===== config.mk =====
export PLATFORM = sky130hd
export DESIGN_NAME = linear_actuator_motion_controller
export DESIGN_NICKNAME = d
export VERILOG_FILES = /design/src/hdl/lamc_pkg.sv /design/src/hdl/linear_actuator_motion_controller.sv
export SDC_FILE = /design/constraint.sdc
export NUM_CORES = 1
export LEC_CHECK = 0
export ABC_AREA = 1
export ABC_CLOCK_PERIOD_IN_PS = 3200
export BUFFER_PORTS_ARGS = -buffer_cell sky130_fd_sc_hd__buf_2
export CAP_MARGIN = 0
export CORE_MARGIN = 2
export CORE_UTILIZATION = 45
export CTS_BUF_LIST = sky130_fd_sc_hd__clkbuf_2 sky130_fd_sc_hd__clkbuf_4 sky130_fd_sc_hd__clkbuf_8
export CTS_CLUSTER_DIAMETER = 30
export DETAILED_ROUTE_END_ITERATION = 12
export GPL_TIMING_DRIVEN = 0
export PLACE_DENSITY_LB_ADDON = 0.25
export RECOVER_POWER = 50
export REMOVE_ABC_BUFFERS = 1
export SLEW_MARGIN = 10
export SYNTH_ARGS = -nofsm -noshare
export SYNTH_HDL_FRONTEND = slang
export SYNTH_SLANG_ARGS = --single-unit
export TNS_END_PERCENT = 5

===== constraint.sdc =====
create_clock -name clk -period 3.2 [get_ports clk]
set_input_delay 0.32 -clock clk [delete_from_list [all_inputs] [get_ports clk]]
set_output_delay 0.32 -clock clk [all_outputs]
set_load 0.1 [all_outputs]

===== src/hdl/lamc_pkg.sv =====
// ----------------------------------------------------------------------------
// lamc_pkg: shared types and codes for the linear actuator motion controller
// Holds the motion states, event codes, output codes, register indexes and
// the event transition function.
// ----------------------------------------------------------------------------
package lamc_pkg;

    localparam int TIMER_WIDTH_DEF  = 16;
    localparam int SAMPLE_WIDTH_DEF = 12;

    localparam int ACTION_W  = 4;
    localparam int VOLT_W    = 12;
    localparam int THRESH_W  = 12;
    localparam int CFG_DATA_W = 16;
    localparam int CFG_IDX_W = 3;
    localparam int IN_DATA_W  = 16;
    localparam int OUT_DATA_W = 24;

    // register indexes
    localparam logic [CFG_IDX_W-1:0] REG_UP_STOP_CURRENT   = 3'd0;
    localparam logic [CFG_IDX_W-1:0] REG_DOWN_STOP_CURRENT = 3'd1;
    localparam logic [CFG_IDX_W-1:0] REG_INRUSH_TICKS      = 3'd2;
    localparam logic [CFG_IDX_W-1:0] REG_COMMAND_TIMEOUT   = 3'd3;
    localparam logic [CFG_IDX_W-1:0] REG_SHUTDOWN_VOLTAGE  = 3'd4;

    localparam logic [THRESH_W-1:0] UP_STOP_RESET   = 12'd2048;
    localparam logic [THRESH_W-1:0] DOWN_STOP_RESET = 12'd2048;
    localparam logic [15:0]         INRUSH_RESET    = 16'd500;
    localparam logic [15:0]         TIMEOUT_RESET   = 16'd5000;
    localparam logic [VOLT_W-1:0]   SHUTDOWN_RESET  = 12'd0;

    typedef enum logic [2:0] {
        ST_IDLE     = 3'd0,
        ST_UP_BLANK = 3'd1,
        ST_DN_BLANK = 3'd2,
        ST_UP_CHECK = 3'd3,
        ST_DN_CHECK = 3'd4,
        ST_ERROR    = 3'd5
    } motion_state_t;

    typedef enum logic [3:0] {
        EV_TICK    = 4'd0,
        EV_STOP    = 4'd1,
        EV_CMD_UP  = 4'd2,
        EV_CMD_DN  = 4'd3,
        EV_SW_UP   = 4'd4,
        EV_SW_DN   = 4'd5,
        EV_SW_OFF  = 4'd6,
        EV_OVERCUR = 4'd7,
        EV_TOP     = 4'd8,
        EV_BOTTOM  = 4'd9,
        EV_TIMEOUT = 4'd10
    } event_t;

    localparam logic [1:0] DRIVE_OFF  = 2'd0;
    localparam logic [1:0] DRIVE_UP   = 2'd1;
    localparam logic [1:0] DRIVE_DOWN = 2'd2;

    localparam logic [2:0] STATUS_IDLE       = 3'd0;
    localparam logic [2:0] STATUS_UP         = 3'd1;
    localparam logic [2:0] STATUS_DOWN       = 3'd2;
    localparam logic [2:0] STATUS_STALL_UP   = 3'd3;
    localparam logic [2:0] STATUS_STALL_DOWN = 3'd4;

    localparam logic [1:0] REPLY_OK       = 2'd0;
    localparam logic [1:0] REPLY_AT_LIMIT = 2'd1;
    localparam logic [1:0] REPLY_LOW_VOLT = 2'd2;

    typedef struct packed {
        motion_state_t state;
        logic          stall_down;
        logic          kick;
        logic          start;
        logic          start_up;
    } event_result_t;

    function automatic event_result_t apply_event(
        input motion_state_t state,
        input logic          stall_down,
        input event_t        ev
    );
        event_result_t r;
        logic          up_dir;
        logic          dn_dir;
        r.state      = state;
        r.stall_down = stall_down;
        r.kick       = 1'b0;
        r.start      = 1'b0;
        r.start_up   = 1'b0;
        up_dir = (state == ST_UP_BLANK) || (state == ST_UP_CHECK);
        dn_dir = (state == ST_DN_BLANK) || (state == ST_DN_CHECK);
        if (state == ST_ERROR)
        begin
            if (ev == EV_STOP || ev == EV_TIMEOUT || ev == EV_SW_OFF)
                r.state = ST_IDLE;
            else if (ev == EV_CMD_UP || ev == EV_CMD_DN)
                r.kick = 1'b1;
        end
        else if (up_dir || dn_dir)
        begin
            if (ev == EV_STOP || ev == EV_SW_OFF || ev == EV_TIMEOUT
                || (up_dir && (ev == EV_TOP || ev == EV_CMD_DN || ev == EV_SW_DN))
                || (dn_dir && (ev == EV_BOTTOM || ev == EV_CMD_UP || ev == EV_SW_UP)))
                r.state = ST_IDLE;
            else if ((up_dir && ev == EV_CMD_UP) || (dn_dir && ev == EV_CMD_DN))
                r.kick = 1'b1;
            else if (ev == EV_OVERCUR && (state == ST_UP_CHECK || state == ST_DN_CHECK))
            begin
                r.stall_down = dn_dir;
                r.state      = ST_ERROR;
            end
        end
        else
        begin
            r.state = ST_IDLE;
            if (ev == EV_CMD_UP || ev == EV_CMD_DN || ev == EV_SW_UP || ev == EV_SW_DN)
            begin
                r.start    = 1'b1;
                r.start_up = (ev == EV_CMD_UP) || (ev == EV_SW_UP);
                r.state    = r.start_up ? ST_UP_BLANK : ST_DN_BLANK;
                r.kick     = (ev == EV_CMD_UP) || (ev == EV_CMD_DN);
            end
        end
        return r;
    endfunction

endpackage


===== src/hdl/linear_actuator_motion_controller.sv =====
// ----------------------------------------------------------------------------
// linear_actuator_motion_controller
// A request's result is registered in the output register on acceptance.
// Throughput: one request per clock while the result is not held by m_axis_tready;
// the state update and the output decode sit between the input port and the result register.
// Reset: asynchronous, active low; idle, timers stopped, registers at defaults.
// ----------------------------------------------------------------------------
module linear_actuator_motion_controller #(
    parameter int TIMER_WIDTH  = lamc_pkg::TIMER_WIDTH_DEF,
    parameter int SAMPLE_WIDTH = lamc_pkg::SAMPLE_WIDTH_DEF
) (
    input  logic                            clk,
    input  logic                            rst_n,
    input  logic                            cfg_valid,
    output logic                            cfg_ready,
    input  logic [lamc_pkg::CFG_IDX_W-1:0]  cfg_index,
    input  logic [lamc_pkg::CFG_DATA_W-1:0] cfg_data,
    input  logic                            s_axis_tvalid,
    output logic                            s_axis_tready,
    // [0] top_switch, [1] bottom_switch, [13:2] line_voltage, [15:14] zero
    input  logic [lamc_pkg::IN_DATA_W-1:0]  s_axis_tdata,
    // [3:0] action
    input  logic [lamc_pkg::ACTION_W-1:0]   s_axis_tuser,
    output logic                            m_axis_tvalid,
    input  logic                            m_axis_tready,
    // [1:0] drive, [4:2] status, [5] current_check_on, [17:6] stop_threshold,
    // [19:18] reply, [20] timeout_fired, [23:21] zero
    output logic [lamc_pkg::OUT_DATA_W-1:0] m_axis_tdata
);
    import lamc_pkg::*;

    logic [THRESH_W-1:0]   up_stop_reg;
    logic [THRESH_W-1:0]   down_stop_reg;
    logic [15:0]           inrush_reg;
    logic [15:0]           timeout_reg;
    logic [VOLT_W-1:0]     shutdown_reg;

    motion_state_t         state_reg,     state_next;
    logic                  stall_reg,     stall_next;
    logic [TIMER_WIDTH-1:0] wd_count_reg, wd_count_next;
    logic                  wd_run_reg,    wd_run_next;
    logic [TIMER_WIDTH-1:0] blank_reg,    blank_next;
    logic [SAMPLE_WIDTH-1:0] thresh_reg,  thresh_next;

    logic                  out_valid_reg;
    logic [OUT_DATA_W-1:0] out_data_reg,  out_data_next;

    logic                  in_fire;
    logic                  top_sw;
    logic                  bottom_sw;
    logic [VOLT_W-1:0]     volts;
    event_t                ev;
    event_result_t         er;
    logic                  use_event;
    logic [1:0]            reply;
    logic                  fired;
    logic [1:0]            drive;
    logic [2:0]            status;
    logic                  check_on;

    assign cfg_ready     = 1'b1;
    assign s_axis_tready = !out_valid_reg || m_axis_tready;
    assign in_fire       = s_axis_tvalid && s_axis_tready;
    assign m_axis_tvalid = out_valid_reg;
    assign m_axis_tdata  = out_data_reg;

    assign top_sw    = s_axis_tdata[0];
    assign bottom_sw = s_axis_tdata[1];
    assign volts     = s_axis_tdata[2 +: VOLT_W];
    assign ev        = event_t'(s_axis_tuser);
    assign er        = apply_event(state_reg, stall_reg, ev);

    always_ff @(posedge clk or negedge rst_n)
    begin
        if (!rst_n)
        begin
            up_stop_reg   <= UP_STOP_RESET;
            down_stop_reg <= DOWN_STOP_RESET;
            inrush_reg    <= INRUSH_RESET;
            timeout_reg   <= TIMEOUT_RESET;
            shutdown_reg  <= SHUTDOWN_RESET;
        end
        else if (cfg_valid && cfg_ready)
        begin
            unique case (cfg_index)
                REG_UP_STOP_CURRENT:   up_stop_reg   <= cfg_data[THRESH_W-1:0];
                REG_DOWN_STOP_CURRENT: down_stop_reg <= cfg_data[THRESH_W-1:0];
                REG_INRUSH_TICKS:      inrush_reg    <= cfg_data;
                REG_COMMAND_TIMEOUT:   timeout_reg   <= cfg_data;
                REG_SHUTDOWN_VOLTAGE:  shutdown_reg  <= cfg_data[VOLT_W-1:0];
                default: ;
            endcase
        end
    end

    // next state for one request
    always_comb
    begin
        state_next    = state_reg;
        stall_next    = stall_reg;
        wd_count_next = wd_count_reg;
        wd_run_next   = wd_run_reg;
        blank_next    = blank_reg;
        thresh_next   = thresh_reg;
        reply         = REPLY_OK;
        fired         = 1'b0;
        use_event     = 1'b0;

        unique case (ev)
            EV_TICK:
            begin
                if (wd_run_reg)
                begin
                    if (wd_count_reg <= TIMER_WIDTH'(1))
                    begin
                        // timeout drops every state to idle
                        fired         = 1'b1;
                        state_next    = ST_IDLE;
                        wd_count_next = TIMER_WIDTH'(timeout_reg);
                    end
                    else
                        wd_count_next = wd_count_reg - TIMER_WIDTH'(1);
                end
                if (blank_reg != '0)
                    blank_next = blank_reg - TIMER_WIDTH'(1);
                if (blank_next == '0)
                begin
                    if (state_next == ST_UP_BLANK)
                        state_next = ST_UP_CHECK;
                    else if (state_next == ST_DN_BLANK)
                        state_next = ST_DN_CHECK;
                end
            end
            EV_STOP, EV_CMD_UP, EV_CMD_DN:
            begin
                if (volts < shutdown_reg)
                    reply = REPLY_LOW_VOLT;
                else if (ev == EV_STOP)
                    use_event = 1'b1;
                else if ((ev == EV_CMD_UP && top_sw && !bottom_sw)
                         || (ev == EV_CMD_DN && bottom_sw && !top_sw))
                    reply = REPLY_AT_LIMIT;
                else
                begin
                    wd_run_next   = 1'b1;
                    wd_count_next = TIMER_WIDTH'(timeout_reg);
                    use_event     = 1'b1;
                end
            end
            EV_SW_UP, EV_SW_DN, EV_SW_OFF, EV_OVERCUR, EV_TOP, EV_BOTTOM:
                use_event = 1'b1;
            default: ;
        endcase

        if (use_event)
        begin
            state_next = er.state;
            stall_next = er.stall_down;
            if (er.kick)
            begin
                wd_run_next   = 1'b1;
                wd_count_next = TIMER_WIDTH'(timeout_reg);
            end
            if (er.start)
            begin
                thresh_next = er.start_up ? SAMPLE_WIDTH'(up_stop_reg)
                                          : SAMPLE_WIDTH'(down_stop_reg);
                blank_next  = TIMER_WIDTH'(inrush_reg);
            end
        end
    end

    // output decode from the updated state
    always_comb
    begin
        unique case (state_next)
            ST_UP_BLANK, ST_UP_CHECK:
            begin
                drive  = DRIVE_UP;
                status = STATUS_UP;
            end
            ST_DN_BLANK, ST_DN_CHECK:
            begin
                drive  = DRIVE_DOWN;
                status = STATUS_DOWN;
            end
            ST_ERROR:
            begin
                drive  = DRIVE_OFF;
                status = stall_next ? STATUS_STALL_DOWN : STATUS_STALL_UP;
            end
            default:
            begin
                drive  = DRIVE_OFF;
                status = STATUS_IDLE;
            end
        endcase
        check_on = (state_next == ST_UP_CHECK) || (state_next == ST_DN_CHECK);
        out_data_next = {3'b000, fired, reply, THRESH_W'(thresh_next), check_on,
                         status, drive};
    end

    always_ff @(posedge clk or negedge rst_n)
    begin
        if (!rst_n)
        begin
            state_reg     <= ST_IDLE;
            stall_reg     <= 1'b0;
            wd_count_reg  <= '0;
            wd_run_reg    <= 1'b0;
            blank_reg     <= '0;
            thresh_reg    <= SAMPLE_WIDTH'(UP_STOP_RESET);
            out_valid_reg <= 1'b0;
        end
        else
        begin
            if (in_fire)
            begin
                state_reg    <= state_next;
                stall_reg    <= stall_next;
                wd_count_reg <= wd_count_next;
                wd_run_reg   <= wd_run_next;
                blank_reg    <= blank_next;
                thresh_reg   <= thresh_next;
            end
            if (in_fire)
                out_valid_reg <= 1'b1;
            else if (m_axis_tready)
                out_valid_reg <= 1'b0;
        end
    end

    always_ff @(posedge clk)
    begin
        if (in_fire)
            out_data_reg <= out_data_next;
    end

    // a held result blocks new requests
    assert property (@(posedge clk) disable iff (!rst_n)
        (out_valid_reg && !m_axis_tready) |-> !s_axis_tready)
        else $error("request accepted while result stalled");

    // the watchdog never stops once started
    assert property (@(posedge clk) disable iff (!rst_n)
        wd_run_reg |=> wd_run_reg)
        else $error("watchdog stopped running");

    // an expired watchdog always leaves the actuator idle
    assert property (@(posedge clk) disable iff (!rst_n)
        (m_axis_tvalid && m_axis_tdata[20]) |-> (m_axis_tdata[4:2] == STATUS_IDLE))
        else $error("timeout without idle status");

    // current checking only while the motor is driven
    assert property (@(posedge clk) disable iff (!rst_n)
        (m_axis_tvalid && m_axis_tdata[5]) |-> (m_axis_tdata[1:0] != DRIVE_OFF))
        else $error("current check on with motor off");

endmodule

---- Word-level counts from Yosys, hierarchy flattened ----
Index checks and enable logic that the tools add are counted.
word-level totals
  bits in registers ....................... 139
  input port bits ......................... 44
  logic and storage cells ................. 161
cells by class
  $add $sub $neg .......................... 2
  magnitude comparators ................... 2
  equality and inequality tests ........... 26
  multiplexer cells ....................... 63
  bitwise gates (word level) .............. 1
  reductions and logical operators ........ 51
operators with widths
  operator               count
  $mux 16                12
  $mux 3                 14
  $mux 12                3
  $pmux 16 s2            1
  $sub 16x1->16 const B  2
  $logic_or 1x1->1       22
  $mux 1                 22
  $eq 3x2->1 const B     7
  $eq 4x3->1 const B     4
  $le 16x1->1 const B    1
  $logic_not 16->1       1
  $reduce_bool 16->1     1
  $eq 3x3->1 const B     5
  $eq 3x1->1 const B     4
  $eq 4x4->1 const B     3
  $lt 12x12->1           1
  $mux 2                 6
  $reduce_and 2->1       6
  $logic_and 1x1->1      10
  $pmux 3 s3             1
  $eq 4x2->1 const B     2
  $mux 4                 2
  $reduce_or 3->1        2
  $reduce_or 6->1        1
  9 further kinds        12

---- Longest topological paths before layout ----
  depth in word-level cells ............... 13
  depth in mapped cells ................... 20
  gate-level depth less buffers ........... 19

---- Worst setup path after synthesis ----
OpenSTA, ideal clock, no wires.
  path type ............................... register to register
  start ................................... register out_valid_reg (netlist: m_axis_tvalid)
  end ..................................... register out_data_reg[0] (netlist: m_axis_tdata[0]) (enable)
  arrival ................................. 3.094 ns
  setup slack ............................. -0.287 ns
  stages on the path, launching flop included .. 6
  buffers on the path ..................... 2
  period minus slack after synthesis ...... 3.487 ns
  cell sequence ........................... dfrtp_1 nand2_1 nand2_1 inv_1 clkbuf_1 clkbuf_1
between the ends
  word-level cells in the longest chain between the ends .. 3
RTL lines
  element                   line                                      source
  start: declaration        linear_actuator_motion_controller.sv:45   logic out_valid_reg;
  start signal: assignment  linear_actuator_motion_controller.sv:213  out_valid_reg <= 1'b0;
  start signal: assignment  linear_actuator_motion_controller.sv:227  out_valid_reg <= 1'b1;
  start signal: assignment  linear_actuator_motion_controller.sv:229  out_valid_reg <= 1'b0;
  $logic_not 1->1           linear_actuator_motion_controller.sv:62   assign s_axis_tready = !out_valid_reg || m_axis_tready;
  $logic_or 1x1->1          linear_actuator_motion_controller.sv:62
  named net s_axis_tready   linear_actuator_motion_controller.sv:19   output logic s_axis_tready,
  $logic_and 1x1->1         linear_actuator_motion_controller.sv:63   assign in_fire = s_axis_tvalid && s_axis_tready;
  named net in_fire         linear_actuator_motion_controller.sv:48   logic in_fire;
  end signal: assignment    linear_actuator_motion_controller.sv:236  out_data_reg <= out_data_next;
  end: declaration          linear_actuator_motion_controller.sv:46   logic [OUT_DATA_W-1:0] out_data_reg, out_data_next;
The timed path passes the listed nets, and every way through them passes these cells.
A chain may end at the register's enable or synchronous reset.

---- Worst setup path in the final report ----
  start ................................... register blank_reg[0]
  end ..................................... register out_data_reg[3] (netlist: m_axis_tdata[3]) (data pin)
between the ends
  word-level cells in the longest chain between the ends .. 10
  elaborated cells between the ends (all ways) .. 16
  those cells by class .................... add/sub (1); eq/ne (5); mux (6); reduce/logical (4)
RTL lines
  element                                              line                                                                                source
  start: declaration                                   linear_actuator_motion_controller.sv:42                                             logic [TIMER_WIDTH-1:0] blank_reg, blank_next;
  start signal: assignment                             linear_actuator_motion_controller.sv:223                                            blank_reg <= blank_next;
  $sub 16x1->16 or $reduce_bool 16->1 (tied branches)  linear_actuator_motion_controller.sv:125, linear_actuator_motion_controller.sv:124
  $mux 16 *                                            linear_actuator_motion_controller.sv:124                                            if (blank_reg != '0)
  $mux 16 *                                            linear_actuator_motion_controller.sv:109                                            unique case (ev)
  $logic_not 16->1 *                                   linear_actuator_motion_controller.sv:126                                            if (blank_next == '0)
  $mux 3 *                                             linear_actuator_motion_controller.sv:126
  $mux 3 *                                             linear_actuator_motion_controller.sv:109
  $mux 3 *                                             linear_actuator_motion_controller.sv:155                                            if (use_event)
  $eq 3x3->1, or another cell as far along             linear_actuator_motion_controller.sv:176                                            unique case (state_next)
  $reduce_or 2->1                                      linear_actuator_motion_controller.sv:176
  $pmux 3 s3 *                                         linear_actuator_motion_controller.sv:176
  named net status[1]                                  linear_actuator_motion_controller.sv:58                                             logic [2:0] status;
The timed path passes the listed nets; every way through them passes the cells marked *. The select of a mux whose other input is x is not followed.

==> metrics.cfg <==
[die]
rows=48
die_w_um=137
die_h_um=137
start_util_pct=46.0
dieArea_mm2=0.0187
fp.coreArea_mm2=0.0172
pin_count=71

[worst_setup_path]
cpPeakStageDelay_ns=0.42
crit_path_end=m_axis_tdata[3]$_DFFE_PP_
crit_fanout=20
crit_cells=17
setup.worst_path.start_class=register
path_delay_family=simple AND/OR/NAND/NOR gates
crit_type=reg2reg
cpMostUsedCell=nand2_1
r2r_setup_slack_ns=0.32
reg2reg_from=blank_reg[0]$_DFFE_PN0P_
r2r_cells=17
cp-startpoint=blank_reg[0]$_DFFE_PN0P_
endpoint_kind=register
crit_required_ns=3.41
worst_path_max_delay_cell=dfrtp_1
r2r_end=m_axis_tdata[3]$_DFFE_PP_
cp.buffers_inverters=1
critPathArrivalTime_ns=3.10
worstPathCellList=inv_2 -> ha_1 -> nand2_4 -> nor2_4 -> nand2_2 -> nand2_1 -> nand3_1 -> nor2_1 -> nand3_1 -> nor2_1 -> nand3_1 -> nand2_1 -> nand2_1 -> nand2_1 -> nor2_2 -> nor2_2 -> nand2_1

[sta]
hold_slack_ns=0.133
setup_viol=0
slew_viol_final=66
rsz0062_at_grt=no
timing.fmax_ghz=0.347
finClkSkew_ns=0.0127
post-route-period-util_pct=90.1
finalCriticalPeriod_ns=2.88
hold_viol=0
worstMarginPinSlew_ns=1.67
slew_headroom_pct=-11.5
finalWorstSetupSlack_ns=0.317

[finish]
layout_commonest_cell=nand2_1
nets=1142
layout_common_cells=269 x nand2_1, 172 x o21ai_0, 104 x dfrtp_1
syn_to_final_growth_pct=11.5
utilization_pct=51.3
final_layout_size_suffix_gt1_share_pct=13.7
largest_reg_flops=21
diodes=0

[synthesis]
yosys.cell_types.count=46
synth_top_family_by_area=simple AND/OR/NAND/NOR gates
synthSimpleGateAreaFrac_pct=24.4
syn_inst=1040
synth_compound_area_share_pct=17.8
synth_seq_area_share_pct=45.4
syn_avg_cell_area_um2=7.63
synth_xor_area_share_pct=0.773
synth_edf_count=21
synth_fa_ha_area_share_pct=2.21
muxShareOfSynthArea_pct=1.66
synth-warning-count=0
async_reset_ff_share_pct=84.9
ys_ff_latch=139
syn_area_mm2=0.00793
ys.flop_type=dfrtp_1

[route]
via_count=6967
drc=0
drt-initial-drc-count=585
drt_first_pass_iters=7
routedWlPerCell_um=14.9
wl_um=19700
vias_per_cell=5.27
postRouteAntennaNets=0

[clock_tree]
cts_buffers=17
clkTransAtPathRegs_ns=0.08
cts_root_buf=clkbuf_8
cts_tree=yes
cts-htree-levels=4
cts.sinks=139
clock_latency_ns=0.45
cts_max_path_buffers=2

[hold_path]
hp-class=in2reg
min-delay-start=m_axis_tready

[pwr]
power.leakage_nw=4.16
peakVddDrop_v=0.000467
p_per_area_mw_per_mm2=797

[run_status]
failed_checks=capacitance limit, slew limit
status=complete, but fails checks

[job]
cap_violations=1

[global_routing]
antenna_found_initial=0
grt_pass1_wl_um=32400
grt_pass1_vias=6423
grt_use_total_pct=22.2
gr-total-overflow=0
grt_max_degree=83

[placed_design]
dp_hpwl_um=13200
pre_cts_ws_ns=-0.660
gp_congestion=0.884
portBuffers=64

tightest hold or removal path, cell delays in order:
cell,delay (ns)
buf_2,0.08
inv_1,0.03
nand2_1,0.07
nand2_1,0.05
cell families after synthesis:
| logic type | Yosys count |
|---|---|
| AO/OA/AOI/OAI | 259 |
| XOR/XNOR | 7 |
| adder cells (fa/ha/maj) | 14 |
| buffers and inverters | 152 |
| flip-flops | 139 |
| multiplexers | 13 |
| other | 2 |
| AND/OR/NAND/NOR | 454 |
power by group:
part	internal, W	switching, W	total (W)
sequential	0.00228	0.000358	0.00264
combinational	0.000917	0.00203	0.00295
clock	0.000717	0.000742	0.00146
total	0.00392	0.00313	0.00705
Yosys cell counts (5+ instances only):
| library cell | number | area [µm²] |
|---|---|---|
| mux2i_1 | 12 | 120 |
| inv_1 | 100 | 375 |
| o211ai_1 | 10 | 75.1 |
| xor2_1 | 7 | 61.3 |
| dfstp_2 | 14 | 368 |
| nor2_4 | 7 | 78.8 |
| o21ai_0 | 172 | 861 |
| nor2_1 | 86 | 323 |
| o221ai_1 | 6 | 52.6 |
| nor2_2 | 9 | 56.3 |
| edfxtp_1 | 21 | 631 |
| nand3_1 | 54 | 270 |
| a21oi_1 | 34 | 170 |
| dfrtp_1 | 104 | 2600 |
| nor3_1 | 5 | 25.0 |
| clkbuf_1 | 32 | 120 |
| nand4_1 | 8 | 50.1 |
| buf_2 | 7 | 35.0 |
| ha_1 | 14 | 175 |
| o22ai_1 | 17 | 106 |
| nand2_1 | 272 | 1020 |
worst min-delay path by stage:
stage	endpoint	slack [ns]	cells past startpoint
2_1_floorplan	blank_reg[0]$_DFFE_PN0P_	0.02	0
3_3_place_gp	thresh_reg[11]$_DFFE_PN1P_	0.46	2
3_5_place_dp	shutdown_reg[0]$_DFFE_PN0P_	0.36	1
4_1_cts	m_axis_tvalid$_DFFE_PN0P_	0.10	4
5_1_grt	inrush_reg[13]$_DFFE_PN0P_	0.13	3
6_report	m_axis_tvalid$_DFFE_PN0P_	0.13	4
metrics by stage:
step                total power, W  cells  cell area (µm²)  setup TNS [ns]
floorplan                  0.00490    995             7720          -59.69
global placement           0.00551   1284             8320          -56.34
detailed placement         0.00556   1286             8390          -10.72
CTS                        0.00704   1319             8800               0
global route               0.00761   1322             8840               0
finish                     0.00705   1322             8840               0
layout make-up:
cell class	count	area [µm²]
multi-input cells	751	3740
well taps	225	282
flip-flops and latches	139	3600
clock inverters	13	141
inverters	105	400
fillers	1681	8390
repair buffers	70	430
clock buffers	19	249
per-layer routing:
layer	vias up	track usage [%]	wire length (µm)
met5	-	0	0
met1	3239	30.9	9450
met4	0	5.96	288
met2	177	35.0	8920
li1	3530	-	-
met3	21	4.89	989
what timing repair did:
action / 4_1_cts / 5_1_grt
endpoints found under the setup margin: 38 / 17
gates resized for setup: 2 / 2
hold endpoints to repair: 56 / 0
pin swaps: 0 / 0
hold buffers: 1 / 0
setup buffers: 0 / 3
(Power assumes the default switching activity.)
